**src/sv/cwft_pkg.sv**
```systemverilog
// ---------------------------------------------------------------------------
// cwft_pkg
// Shared widths, codes and defaults for the cursor and window focus tracker.
// ---------------------------------------------------------------------------
package cwft_pkg;

	// Default sizes of the window table and of process ids.
	localparam int MAX_WINDOWS_DEF = 16;
	localparam int ID_BITS_DEF     = 16;

	// Field widths.
	localparam int KIND_W   = 2;
	localparam int DELTA_W  = 16;
	localparam int BTN_W    = 8;
	localparam int POS_W    = 12;
	localparam int EDGE_W   = 13;
	localparam int SIZE_W   = 13;
	localparam int STATUS_W = 3;
	localparam int REP_W    = 14;
	localparam int CFG_IDX_W = 1;

	// Screen size limits and reset values.
	localparam logic [SIZE_W-1:0] SCREEN_MAX     = 13'd4096;
	localparam logic [SIZE_W-1:0] SCREEN_W_RESET = 13'd1024;
	localparam logic [SIZE_W-1:0] SCREEN_H_RESET = 13'd768;

	// Cursor reset position.
	localparam logic [POS_W-1:0] CURSOR_X_RESET = 12'd512;
	localparam logic [POS_W-1:0] CURSOR_Y_RESET = 12'd384;

	// Configuration register indexes.
	localparam logic [CFG_IDX_W-1:0] REG_SCREEN_WIDTH  = 1'd0;
	localparam logic [CFG_IDX_W-1:0] REG_SCREEN_HEIGHT = 1'd1;

	// Input item kinds.
	localparam logic [KIND_W-1:0] KIND_MOUSE    = 2'd0;
	localparam logic [KIND_W-1:0] KIND_REGISTER = 2'd1;
	localparam logic [KIND_W-1:0] KIND_MOVE     = 2'd2;
	localparam logic [KIND_W-1:0] KIND_QUERY    = 2'd3;

	// Result status codes.
	localparam logic [STATUS_W-1:0] ST_DONE  = 3'd0;
	localparam logic [STATUS_W-1:0] ST_FULL  = 3'd1;
	localparam logic [STATUS_W-1:0] ST_BLANK = 3'd2;
	localparam logic [STATUS_W-1:0] ST_ABS   = 3'd3;
	localparam logic [STATUS_W-1:0] ST_REL   = 3'd4;

endpackage

```
**src/sv/cwft_clamp.sv**
```systemverilog
// ---------------------------------------------------------------------------
// cwft_clamp
// Moves one cursor axis by a signed delta and clamps it to the screen.
// ---------------------------------------------------------------------------
module cwft_clamp (
	input  logic [cwft_pkg::POS_W-1:0]          pos,
	input  logic signed [cwft_pkg::DELTA_W-1:0] delta,
	input  logic [cwft_pkg::SIZE_W-1:0]         size,
	output logic [cwft_pkg::POS_W-1:0]          pos_next
);
	import cwft_pkg::*;

	localparam int SUM_W = DELTA_W + 2;

	logic [SIZE_W-1:0]       size_eff;
	logic [POS_W-1:0]        lim;
	logic signed [SUM_W-1:0] sum;

	// The screen size register is bounded to 1..4096 before use.
	always_comb begin
		if (size == '0) begin
			size_eff = SIZE_W'(1);
		end else if (size > SCREEN_MAX) begin
			size_eff = SCREEN_MAX;
		end else begin
			size_eff = size;
		end
	end

	assign lim = POS_W'(size_eff - SIZE_W'(1));
	assign sum = signed'({{(SUM_W-POS_W){1'b0}}, pos}) + SUM_W'(delta);

	// Clamp the new position to zero and the last pixel.
	always_comb begin
		if (sum < 0) begin
			pos_next = '0;
		end else if (sum > signed'({{(SUM_W-POS_W){1'b0}}, lim})) begin
			pos_next = lim;
		end else begin
			pos_next = sum[POS_W-1:0];
		end
	end

endmodule

```
**src/sv/cwft_table.sv**
```systemverilog
// ---------------------------------------------------------------------------
// cwft_table
// Window table memory: one write port and one read port, registered read.
// ---------------------------------------------------------------------------
module cwft_table #(
	parameter int DEPTH  = cwft_pkg::MAX_WINDOWS_DEF,
	parameter int DATA_W = 8,
	parameter int ADDR_W = 4
) (
	input  logic              clk,
	input  logic              rd_en,
	input  logic [ADDR_W-1:0] rd_addr,
	output logic [DATA_W-1:0] rd_data,
	input  logic              wr_en,
	input  logic [ADDR_W-1:0] wr_addr,
	input  logic [DATA_W-1:0] wr_data
);

	logic [DATA_W-1:0] mem [DEPTH];

	// Synchronous write and registered read.
	always_ff @(posedge clk) begin
		if (wr_en) begin
			mem[wr_addr] <= wr_data;
		end
		if (rd_en) begin
			rd_data <= mem[rd_addr];
		end
	end

endmodule

```
**src/sv/cwft_seq.sv**
```systemverilog
// ---------------------------------------------------------------------------
// cwft_seq
// Sequencer: holds cursor and focus state, scans the window table through
// its read port, writes entries back and registers the result word.
// ---------------------------------------------------------------------------
module cwft_seq #(
	parameter int MAX_WINDOWS = cwft_pkg::MAX_WINDOWS_DEF,
	parameter int ID_BITS     = cwft_pkg::ID_BITS_DEF,
	parameter int IDX_W       = 4,
	parameter int ENTRY_W     = 66
) (
	input  logic                                 clk,
	input  logic                                 arst_n,
	input  logic [cwft_pkg::SIZE_W-1:0]          screen_width,
	input  logic [cwft_pkg::SIZE_W-1:0]          screen_height,
	input  logic                                 item_valid,
	output logic                                 item_stall,
	input  logic [cwft_pkg::KIND_W-1:0]          kind,
	input  logic signed [cwft_pkg::DELTA_W-1:0]  delta_x,
	input  logic signed [cwft_pkg::DELTA_W-1:0]  delta_y,
	input  logic [cwft_pkg::BTN_W-1:0]           button_bits,
	input  logic [ID_BITS-1:0]                   owner_id,
	input  logic [cwft_pkg::POS_W-1:0]           win_left,
	input  logic [cwft_pkg::POS_W-1:0]           win_top,
	input  logic [cwft_pkg::POS_W-1:0]           win_width,
	input  logic [cwft_pkg::POS_W-1:0]           win_height,
	output logic                                 result_valid,
	input  logic                                 result_stall,
	output logic [cwft_pkg::STATUS_W-1:0]        status,
	output logic signed [cwft_pkg::REP_W-1:0]    report_x,
	output logic signed [cwft_pkg::REP_W-1:0]    report_y,
	output logic [cwft_pkg::BTN_W-1:0]           report_buttons,
	output logic [ID_BITS-1:0]                   focused_id,
	output logic                                 rd_en,
	output logic [IDX_W-1:0]                     rd_addr,
	input  logic [ENTRY_W-1:0]                   rd_data,
	output logic                                 wr_en,
	output logic [IDX_W-1:0]                     wr_addr,
	output logic [ENTRY_W-1:0]                   wr_data
);
	import cwft_pkg::*;

	localparam int CNT_W = $clog2(MAX_WINDOWS + 1);

	typedef struct packed {
		logic [ID_BITS-1:0] owner;
		logic [POS_W-1:0]   left;
		logic [POS_W-1:0]   top;
		logic [EDGE_W-1:0]  right;
		logic [EDGE_W-1:0]  bottom;
	} entry_t;

	typedef enum logic [1:0] {
		S_IDLE,
		S_SCAN,
		S_FIN
	} state_t;

	state_t state_q;

	// Architectural state.
	logic [CNT_W-1:0]   count_q;
	logic [POS_W-1:0]   cursor_x_q;
	logic [POS_W-1:0]   cursor_y_q;
	logic [BTN_W-1:0]   buttons_q;
	logic [ID_BITS-1:0] focus_q;

	// Item being worked on.
	logic [KIND_W-1:0]  kind_q;
	logic [ID_BITS-1:0] id_q;
	logic [POS_W-1:0]   left_q;
	logic [POS_W-1:0]   top_q;
	logic [POS_W-1:0]   wid_q;
	logic [POS_W-1:0]   hgt_q;
	logic               skip_q;

	// Scan control and the entry that matched.
	logic               down_q;
	logic [IDX_W-1:0]   ptr_q;
	logic [CNT_W-1:0]   issue_left_q;
	logic               rd_pend_q;
	logic               rd_last_q;
	logic [IDX_W-1:0]   rd_idx_q;
	logic               found_q;
	logic [IDX_W-1:0]   hit_idx_q;
	entry_t             hit_q;

	// Result word register.
	logic                     result_valid_q;
	logic [STATUS_W-1:0]      status_q;
	logic signed [REP_W-1:0]  report_x_q;
	logic signed [REP_W-1:0]  report_y_q;
	logic [BTN_W-1:0]         report_buttons_q;
	logic [ID_BITS-1:0]       focused_id_q;

	logic [POS_W-1:0]   nx;
	logic [POS_W-1:0]   ny;
	entry_t             rd_entry;
	entry_t             wr_entry;
	logic               accept;
	logic               full;
	logic               skip_in;
	logic               match;
	logic               issue;
	logic               fin_go;
	logic [STATUS_W-1:0]     res_status;
	logic signed [REP_W-1:0] res_x;
	logic signed [REP_W-1:0] res_y;
	logic [BTN_W-1:0]        res_buttons;
	logic [ID_BITS-1:0]      res_focus;

	// Cursor movement for a mouse word.
	cwft_clamp u_clamp_x (
		.pos      (cursor_x_q),
		.delta    (delta_x),
		.size     (screen_width),
		.pos_next (nx)
	);

	cwft_clamp u_clamp_y (
		.pos      (cursor_y_q),
		.delta    (delta_y),
		.size     (screen_height),
		.pos_next (ny)
	);

	assign item_stall = (state_q != S_IDLE);
	assign accept     = item_valid && !item_stall;
	assign full       = (count_q >= CNT_W'(MAX_WINDOWS));
	assign rd_entry   = entry_t'(rd_data);

	// A register word on a full table and a query from an unfocused id need no lookup.
	assign skip_in = ((kind == KIND_REGISTER) && full) ||
		((kind == KIND_QUERY) && (owner_id != focus_q));

	// A mouse word hit-tests the cursor; other kinds look up the id.
	always_comb begin
		if (kind_q == KIND_MOUSE) begin
			match = (cursor_x_q >= rd_entry.left) &&
				({1'b0, cursor_x_q} <= rd_entry.right) &&
				(cursor_y_q >= rd_entry.top) &&
				({1'b0, cursor_y_q} <= rd_entry.bottom);
		end else begin
			match = (rd_entry.owner == id_q);
		end
	end

	// Reads are issued one per cycle; issuing stops once the scan ends.
	assign issue = (state_q == S_SCAN) && (issue_left_q != '0) &&
		!(rd_pend_q && (match || rd_last_q));
	assign rd_en   = issue;
	assign rd_addr = ptr_q;

	// The finished word leaves once the result register is free.
	assign fin_go = (state_q == S_FIN) && (!result_valid_q || !result_stall);

	// Write back a registered or moved window.
	always_comb begin
		wr_entry.owner = id_q;
		wr_entry.left  = left_q;
		wr_entry.top   = top_q;
		if (kind_q == KIND_REGISTER) begin
			wr_entry.right  = {1'b0, left_q} + {1'b0, wid_q};
			wr_entry.bottom = {1'b0, top_q} + {1'b0, hgt_q};
		end else begin
			wr_entry.right  = {1'b0, left_q} + (hit_q.right - {1'b0, hit_q.left});
			wr_entry.bottom = {1'b0, top_q} + (hit_q.bottom - {1'b0, hit_q.top});
		end
	end

	assign wr_en = fin_go && (((kind_q == KIND_REGISTER) && !skip_q) ||
		((kind_q == KIND_MOVE) && found_q));
	assign wr_addr = found_q ? hit_idx_q : IDX_W'(count_q);
	assign wr_data = ENTRY_W'(wr_entry);

	// Result fields for the item in the final step.
	always_comb begin
		res_status  = ST_DONE;
		res_x       = REP_W'({2'b00, cursor_x_q});
		res_y       = REP_W'({2'b00, cursor_y_q});
		res_buttons = buttons_q;
		res_focus   = focus_q;
		case (kind_q)
			KIND_MOUSE: begin
				res_focus = found_q ? hit_q.owner : '0;
			end
			KIND_REGISTER: begin
				res_status = skip_q ? ST_FULL : ST_DONE;
			end
			KIND_QUERY: begin
				if (skip_q) begin
					res_status  = ST_BLANK;
					res_x       = '0;
					res_y       = '0;
					res_buttons = '0;
				end else if (found_q) begin
					res_status = ST_REL;
					res_x      = REP_W'({2'b00, cursor_x_q}) - REP_W'({2'b00, hit_q.left});
					res_y      = REP_W'({2'b00, cursor_y_q}) - REP_W'({2'b00, hit_q.top});
				end else begin
					res_status = ST_ABS;
				end
			end
			default: begin
			end
		endcase
	end

	// State machine, architectural state and the result register.
	always_ff @(posedge clk or negedge arst_n) begin
		if (!arst_n) begin
			state_q        <= S_IDLE;
			count_q        <= '0;
			cursor_x_q     <= CURSOR_X_RESET;
			cursor_y_q     <= CURSOR_Y_RESET;
			buttons_q      <= '0;
			focus_q        <= '0;
			rd_pend_q      <= 1'b0;
			result_valid_q <= 1'b0;
		end else begin
			rd_pend_q <= issue;
			if (fin_go) begin
				result_valid_q <= 1'b1;
			end else if (!result_stall) begin
				result_valid_q <= 1'b0;
			end
			unique case (state_q)
				S_IDLE: begin
					if (accept) begin
						kind_q       <= kind;
						id_q         <= owner_id;
						left_q       <= win_left;
						top_q        <= win_top;
						wid_q        <= win_width;
						hgt_q        <= win_height;
						found_q      <= 1'b0;
						skip_q       <= skip_in;
						down_q       <= (kind == KIND_MOUSE);
						ptr_q        <= (kind == KIND_MOUSE) ?
							IDX_W'(count_q - CNT_W'(1)) : '0;
						issue_left_q <= count_q;
						state_q      <= (skip_in || (count_q == '0)) ? S_FIN : S_SCAN;
						if (kind == KIND_MOUSE) begin
							cursor_x_q <= nx;
							cursor_y_q <= ny;
							buttons_q  <= button_bits;
						end
					end
				end
				S_SCAN: begin
					if (issue) begin
						ptr_q        <= down_q ? ptr_q - IDX_W'(1) : ptr_q + IDX_W'(1);
						issue_left_q <= issue_left_q - CNT_W'(1);
						rd_last_q    <= (issue_left_q == CNT_W'(1));
						rd_idx_q     <= ptr_q;
					end
					if (rd_pend_q) begin
						if (match) begin
							found_q   <= 1'b1;
							hit_idx_q <= rd_idx_q;
							hit_q     <= rd_entry;
							state_q   <= S_FIN;
						end else if (rd_last_q) begin
							state_q <= S_FIN;
						end
					end
				end
				S_FIN: begin
					if (fin_go) begin
						status_q         <= res_status;
						report_x_q       <= res_x;
						report_y_q       <= res_y;
						report_buttons_q <= res_buttons;
						focused_id_q     <= res_focus;
						focus_q          <= res_focus;
						if ((kind_q == KIND_REGISTER) && !skip_q && !found_q) begin
							count_q <= count_q + CNT_W'(1);
						end
						state_q <= S_IDLE;
					end
				end
				default: begin
					state_q <= S_IDLE;
				end
			endcase
		end
	end

	assign result_valid   = result_valid_q;
	assign status         = status_q;
	assign report_x       = report_x_q;
	assign report_y       = report_y_q;
	assign report_buttons = report_buttons_q;
	assign focused_id     = focused_id_q;

endmodule

```
**src/sv/cursor_window_focus_tracker_unit.sv**
```systemverilog
// ---------------------------------------------------------------------------
// cursor_window_focus_tracker_unit
// Hardware cursor and window focus tracker with a memory-based window table.
// ---------------------------------------------------------------------------
//  channel   handshake                 payload
//  item      item_valid / item_stall   kind, delta_x, delta_y, button_bits,
//                                      owner_id, win_left, win_top,
//                                      win_width, win_height
//  result    result_valid / result_stall  status, report_x, report_y,
//                                      report_buttons, focused_id
//  config    cfg_we                    cfg_index, cfg_data
//
// With the result register free, an item passes from acceptance to the next
// acceptance through the scan and fin states, reading table entries until one
// matches or all have been read. The table read port delivers one entry per
// cycle. Items that need no lookup (empty table, register word on a full
// table, blanked query) go from idle straight to the fin state.
// Reset clears the window count, focus and buttons and centers the cursor.
// A stalled result word holds in the result register while the next item
// is taken and scanned; it waits only to hand over its own result.
// ---------------------------------------------------------------------------
module cursor_window_focus_tracker_unit #(
	parameter int MAX_WINDOWS = cwft_pkg::MAX_WINDOWS_DEF,
	parameter int ID_BITS     = cwft_pkg::ID_BITS_DEF
) (
	input  logic                                 clk,
	input  logic                                 arst_n,
	input  logic                                 cfg_we,
	input  logic [cwft_pkg::CFG_IDX_W-1:0]       cfg_index,
	input  logic [cwft_pkg::SIZE_W-1:0]          cfg_data,
	input  logic                                 item_valid,
	output logic                                 item_stall,
	input  logic [cwft_pkg::KIND_W-1:0]          kind,
	input  logic signed [cwft_pkg::DELTA_W-1:0]  delta_x,
	input  logic signed [cwft_pkg::DELTA_W-1:0]  delta_y,
	input  logic [cwft_pkg::BTN_W-1:0]           button_bits,
	input  logic [ID_BITS-1:0]                   owner_id,
	input  logic [cwft_pkg::POS_W-1:0]           win_left,
	input  logic [cwft_pkg::POS_W-1:0]           win_top,
	input  logic [cwft_pkg::POS_W-1:0]           win_width,
	input  logic [cwft_pkg::POS_W-1:0]           win_height,
	output logic                                 result_valid,
	input  logic                                 result_stall,
	output logic [cwft_pkg::STATUS_W-1:0]        status,
	output logic signed [cwft_pkg::REP_W-1:0]    report_x,
	output logic signed [cwft_pkg::REP_W-1:0]    report_y,
	output logic [cwft_pkg::BTN_W-1:0]           report_buttons,
	output logic [ID_BITS-1:0]                   focused_id
);
	import cwft_pkg::*;

	localparam int IDX_W   = (MAX_WINDOWS > 1) ? $clog2(MAX_WINDOWS) : 1;
	localparam int ENTRY_W = ID_BITS + 2 * POS_W + 2 * EDGE_W;

	logic [SIZE_W-1:0]  screen_width_q;
	logic [SIZE_W-1:0]  screen_height_q;
	logic               rd_en;
	logic [IDX_W-1:0]   rd_addr;
	logic [ENTRY_W-1:0] rd_data;
	logic               wr_en;
	logic [IDX_W-1:0]   wr_addr;
	logic [ENTRY_W-1:0] wr_data;

	// Screen size registers.
	always_ff @(posedge clk or negedge arst_n) begin
		if (!arst_n) begin
			screen_width_q  <= SCREEN_W_RESET;
			screen_height_q <= SCREEN_H_RESET;
		end else if (cfg_we) begin
			unique case (cfg_index)
				REG_SCREEN_WIDTH:  screen_width_q  <= cfg_data;
				REG_SCREEN_HEIGHT: screen_height_q <= cfg_data;
				default: begin
				end
			endcase
		end
	end

	// Sequencer.
	cwft_seq #(
		.MAX_WINDOWS (MAX_WINDOWS),
		.ID_BITS     (ID_BITS),
		.IDX_W       (IDX_W),
		.ENTRY_W     (ENTRY_W)
	) u_seq (
		.clk            (clk),
		.arst_n         (arst_n),
		.screen_width   (screen_width_q),
		.screen_height  (screen_height_q),
		.item_valid     (item_valid),
		.item_stall     (item_stall),
		.kind           (kind),
		.delta_x        (delta_x),
		.delta_y        (delta_y),
		.button_bits    (button_bits),
		.owner_id       (owner_id),
		.win_left       (win_left),
		.win_top        (win_top),
		.win_width      (win_width),
		.win_height     (win_height),
		.result_valid   (result_valid),
		.result_stall   (result_stall),
		.status         (status),
		.report_x       (report_x),
		.report_y       (report_y),
		.report_buttons (report_buttons),
		.focused_id     (focused_id),
		.rd_en          (rd_en),
		.rd_addr        (rd_addr),
		.rd_data        (rd_data),
		.wr_en          (wr_en),
		.wr_addr        (wr_addr),
		.wr_data        (wr_data)
	);

	// Window table.
	cwft_table #(
		.DEPTH  (MAX_WINDOWS),
		.DATA_W (ENTRY_W),
		.ADDR_W (IDX_W)
	) u_table (
		.clk     (clk),
		.rd_en   (rd_en),
		.rd_addr (rd_addr),
		.rd_data (rd_data),
		.wr_en   (wr_en),
		.wr_addr (wr_addr),
		.wr_data (wr_data)
	);

endmodule

```
**config.mk**
```make
export PLATFORM = sky130hd
export DESIGN_NAME = cursor_window_focus_tracker_unit
export DESIGN_NICKNAME = d
export VERILOG_FILES = /design/src/sv/cwft_pkg.sv /design/src/sv/cwft_clamp.sv /design/src/sv/cwft_table.sv /design/src/sv/cwft_seq.sv /design/src/sv/cursor_window_focus_tracker_unit.sv
export SDC_FILE = /design/constraint.sdc
export NUM_CORES = 2
export LEC_CHECK = 0
export BUFFER_PORTS_ARGS = -buffer_cell sky130_fd_sc_hd__buf_2
export CAP_MARGIN = 40
export CORE_MARGIN = 2
export CORE_UTILIZATION = 65
export DETAILED_ROUTE_END_ITERATION = 12
export GPL_TIMING_DRIVEN = 0
export PLACE_DENSITY_LB_ADDON = 0.3
export SLEW_MARGIN = 20
export SYNTH_ARGS = -nofsm -noshare
export SYNTH_HDL_FRONTEND = slang
export SYNTH_SLANG_ARGS = --single-unit
```
**constraint.sdc**
```tcl
create_clock -name clk -period 21.5 [get_ports clk]
set_clock_uncertainty 0.05 [all_clocks]
set_input_delay 1.075 -clock clk [delete_from_list [all_inputs] [get_ports clk]]
set_output_delay 1.075 -clock clk [all_outputs]
set_load 0.01 [all_outputs]
```
==> results.sh <==
export IMPL_status="complete, no violations"
export IMPL_synth_seq_cells=1411
export IMPL_globalRouteOverflowTotal=0
export IMPL_reg2reg_from="screen_width_q[2]"
export IMPL_rsz_0062_raised_after_global_routing="false"
export IMPL_critPathSlowestCell="sky130_fd_sc_hd__a211oi_1"
export IMPL_worst_pin_slew_ps=1030
export IMPL_cp_slowest_stage_delay_ps=560
export IMPL_synth_async_sr_flop_share_pct=5.88
export IMPL_via_count_of_the_first_global_routing_pass=36900
export IMPL_post_cts_repair_setup_buffers=0
export IMPL_gp_congestion=0.924
export IMPL_final_common_cell="sky130_fd_sc_hd__edfxtp_1"
export IMPL_post_synth_top_area_cell="sky130_fd_sc_hd__edfxtp_1"
export IMPL_timing_critical_path_from_type="register"
export IMPL_die_w_um=309
export IMPL_synthToLayoutAreaGrowth_pct=16.3
export IMPL_path_common_cell="sky130_fd_sc_hd__nor4_1"
export IMPL_post_cts_resized=0
export IMPL_ioPinCount=182
export IMPL_synthCells=3370
export IMPL_power_leakage_nw=24.8
export IMPL_synth_net_count=3705
export IMPL_synth_edff_count=1328
export IMPL_min_delay_path_class="in -> async"
export IMPL_final_util_pct=76.4
export IMPL_cts_htree_levels=4
export IMPL_most_common_layout_cells="sky130_fd_sc_hd__edfxtp_1, sky130_fd_sc_hd__mux4_2, sky130_fd_sc_hd__inv_1"
export IMPL_detail_route_vias_per_cell=6.95
export IMPL_clk_insertion_delay_late_ps=760
export IMPL_postRouteWirelength_um=174000
export IMPL_max_vdd_ir_drop_mv=0.0671
export IMPL_fin_tns_setup_ps=0
export IMPL_end_kind="register"
export IMPL_starting_utilization_of_the_core_area_pct=65.7
export IMPL_netlist_top_cells_area="sky130_fd_sc_hd__edfxtp_1, sky130_fd_sc_hd__mux4_2, sky130_fd_sc_hd__ha_1"
export IMPL_regToRegEndpoint="u_seq.cursor_x_q[4]"
export IMPL_drv_cap=0
export IMPL_drt_iter0_markers=5326
export IMPL_layout_worst_path_cycle_share_pct=23.2
export IMPL_max_slew_headroom_pct=31.6
export IMPL_finalSetupViolCount=0
export IMPL_numPortBuffers=181
export IMPL_clock_tree_root_cell="sky130_fd_sc_hd__clkbuf_16"
export IMPL_synthDominantCellAreaShare_pct=66.0
export IMPL_via_count=36200
export IMPL_r2r_worst_path_cells=17
export IMPL_cts_tree="built"
export IMPL_die_y_um=309
export IMPL_clkSlewWorstSetupHoldPaths_ps=60
export IMPL_clockBufferDepth=3
export IMPL_layout_drive_gt1_share_pct=25.3
export IMPL_synth_seq_area_share_pct=69.5
export IMPL_ant_nets=0
export IMPL_postCtsHoldBufs=0
export IMPL_timing_final_hold_violations=0
export IMPL_tritoncts_sinks=1411
export IMPL_cts_buffers=140
export IMPL_core_region_area_sq_mm=0.0919
export IMPL_synth_yosys_warnings=0
export IMPL_worst_r2r_setup_slack_ps=16510
export IMPL_detail_route_first_pass_iterations=6
export IMPL_pre_cts_ws_ps=16100
export IMPL_crit_path_cell_trace="nor4_1 -> and4bb_2 -> o21ai_0 -> ha_1 -> inv_1 -> nor4_1 -> a211oi_1 -> inv_1 -> ha_1 -> nand3_1 -> nor4_1 -> a21oi_1 -> o2bb2ai_1 -> a211oi_4 -> buf_8 -> mux2i_1 -> o21ai_1"
export IMPL_grt_antenna_before_repair=6
export IMPL_arrival_ps=5550
export IMPL_layout_setup_ws_ps=16510
export IMPL_post_synth_cell_area_avg_sq_um=17.9
export IMPL_grt_util_all_layers_pct=37.4
export IMPL_synth_cell_type_count=81
export IMPL_cell_area_power_density_mw_per_mm2=118
export IMPL_detail_route_wl_per_cell_um=33.5
export IMPL_upper_clock_frequency_limit_mhz=201
export IMPL_grt_start_max_net_pins=59
export IMPL_critPathKind="reg -> reg"
export IMPL_worst_endpoint_required_ps=22060
export IMPL_worst_path_max_fanout=10
export IMPL_synth_cell_area_sq_mm=0.0604
export IMPL_dpl_hpwl_um=111000
export IMPL_drc_errors=0
export IMPL_grt_first_pass_wirelength_um=250000
export IMPL_synth_ff_type="sky130_fd_sc_hd__edfxtp_1"
export IMPL_rows=111
export IMPL_finalNetCount=4189
export IMPL_finalCriticalPeriod_ps=4990
export IMPL_design_die_area_sq_mm=0.0954
export IMPL_drv_slew=0
-- worst max path at each step --
stage | from | end | slack [ps] | cells after the start
after floorplan | u_seq.cursor_x_q[9] | u_seq.hit_idx_q[0] | 14110 | 8
after global placement | u_seq.kind_q[0] | u_seq.rd_pend_q | 8510 | 7
after detailed placement | delta_y[0] | u_seq.cursor_y_q[10] | 16100 | 19
after CTS | u_table.rd_data[3] | u_table.rd_data[0] | 16590 | 15
after global routing | screen_height_q[4] | u_seq.cursor_y_q[10] | 16240 | 19
final | screen_width_q[2] | u_seq.cursor_x_q[4] | 16510 | 17
-- worst max-delay path: cells and delay by family (launching register included) --
family / cells / cell delay [ps]
flip-flops: 1 / 440
AND/OR/NAND/NOR: 5 / 1470
buffers and inverters: 3 / 490
adder cells (fa/ha/maj): 2 / 670
multiplexers: 1 / 240
AO/OA/AOI/OAI: 6 / 1490
-- report_power, final --
part	internal, W	switching [W]
registers	0.00334	0.000251
clock network	0.00146	0.00105
logic	0.000936	0.00122
-- through the flow --
stage | cells | area (sq um) | power, W | hold WS [ps]
finish | 5205 | 70200 | 0.00826 | 163
global route | 5203 | 70200 | 0.00850 | 162
CTS | 5185 | 70000 | 0.00820 | 138
detailed placement | 4937 | 65400 | 0.00567 | 365
global placement | 4794 | 62900 | 0.00551 | 353
floorplan | 3370 | 60400 | 0.00489 | 350
-- metal layers --
| metal | up-vias | wire (um) | global-route usage (%) |
|---|---|---|---|
| met4 | 10 | 10800 | 20.3 |
| met1 | 18000 | 57800 | 48.2 |
| met3 | 686 | 23100 | 9.92 |
| met5 | - | 65 | 0 |
| li1 | 14300 | - | - |
| met2 | 3191 | 82700 | 59.0 |
-- synth_stat cells, types with 14 or more instances --
master / count
sky130_fd_sc_hd__edfxtp_1: 1328
sky130_fd_sc_hd__mux4_2: 330
sky130_fd_sc_hd__inv_1: 223
sky130_fd_sc_hd__ha_1: 179
sky130_fd_sc_hd__nand2_1: 161
sky130_fd_sc_hd__a21oi_1: 105
sky130_fd_sc_hd__o21ai_0: 92
sky130_fd_sc_hd__xnor2_1: 85
sky130_fd_sc_hd__nor2_1: 78
sky130_fd_sc_hd__dfrtp_1: 77
sky130_fd_sc_hd__clkbuf_1: 76
sky130_fd_sc_hd__mux2_2: 52
sky130_fd_sc_hd__nor3_1: 48
sky130_fd_sc_hd__nand3_1: 47
sky130_fd_sc_hd__a21o_1: 41
sky130_fd_sc_hd__xor2_1: 34
sky130_fd_sc_hd__fa_1: 31
sky130_fd_sc_hd__nor2b_1: 25
sky130_fd_sc_hd__buf_1: 24
sky130_fd_sc_hd__mux2i_1: 22
sky130_fd_sc_hd__or3_1: 22
sky130_fd_sc_hd__and2_1: 19
sky130_fd_sc_hd__nand2b_1: 18
sky130_fd_sc_hd__o21ai_1: 18
sky130_fd_sc_hd__o21a_1: 16
sky130_fd_sc_hd__nor4_1: 14
sky130_fd_sc_hd__o211ai_1: 14
-- sequential cells by signal, summed over array words and instances, names as in the netlist, 3 cells and up --
name,cells
u_seq.report_x,13
screen_width_q,13
u_table.rd_data,66
u_seq.cursor_y_q,12
u_seq.hgt_q,12
u_seq.cursor_x_q,12
u_seq.focused_id,16
u_seq.id_q,16
u_seq.count_q,5
u_seq.hit_q,66
u_seq.report_buttons,8
u_seq.status,3
u_seq.rd_addr,4
u_table.mem,1056
u_seq.top_q,12
u_seq.report_y,13
u_seq.wid_q,12
u_seq.hit_idx_q,4
u_seq.focus_q,16
u_seq.buttons_q,8
u_seq.issue_left_q,5
screen_height_q,13
u_seq.left_q,12
u_seq.rd_idx_q,4
-- cell families after synthesis --
kind of cell               Yosys count  synth area share [%]
buffers and inverters              338                  2.15
DFF                               1411                  69.5
adders and majority gates          210                  4.73
and+or+nand+nor                    485                  3.92
AOI/OAI and AO/OA                  403                  4.37
xor gates and xnor gates           119                  1.73
muxes                              404                  13.6
-- cell type report --
class	count	area, sq um
Tap cell	1243	1560
Buffer	113	467
Timing Repair Buffer	342	3440
Sequential cell	1411	42000
Clock inverter	70	836
Antenna cell	2	5.00
Inverter	225	845
Fill cell	4675	21700
Clock buffer	178	3790
Multi-Input combinational cell	1621	17300
Power figures use the tool's default switching activity.
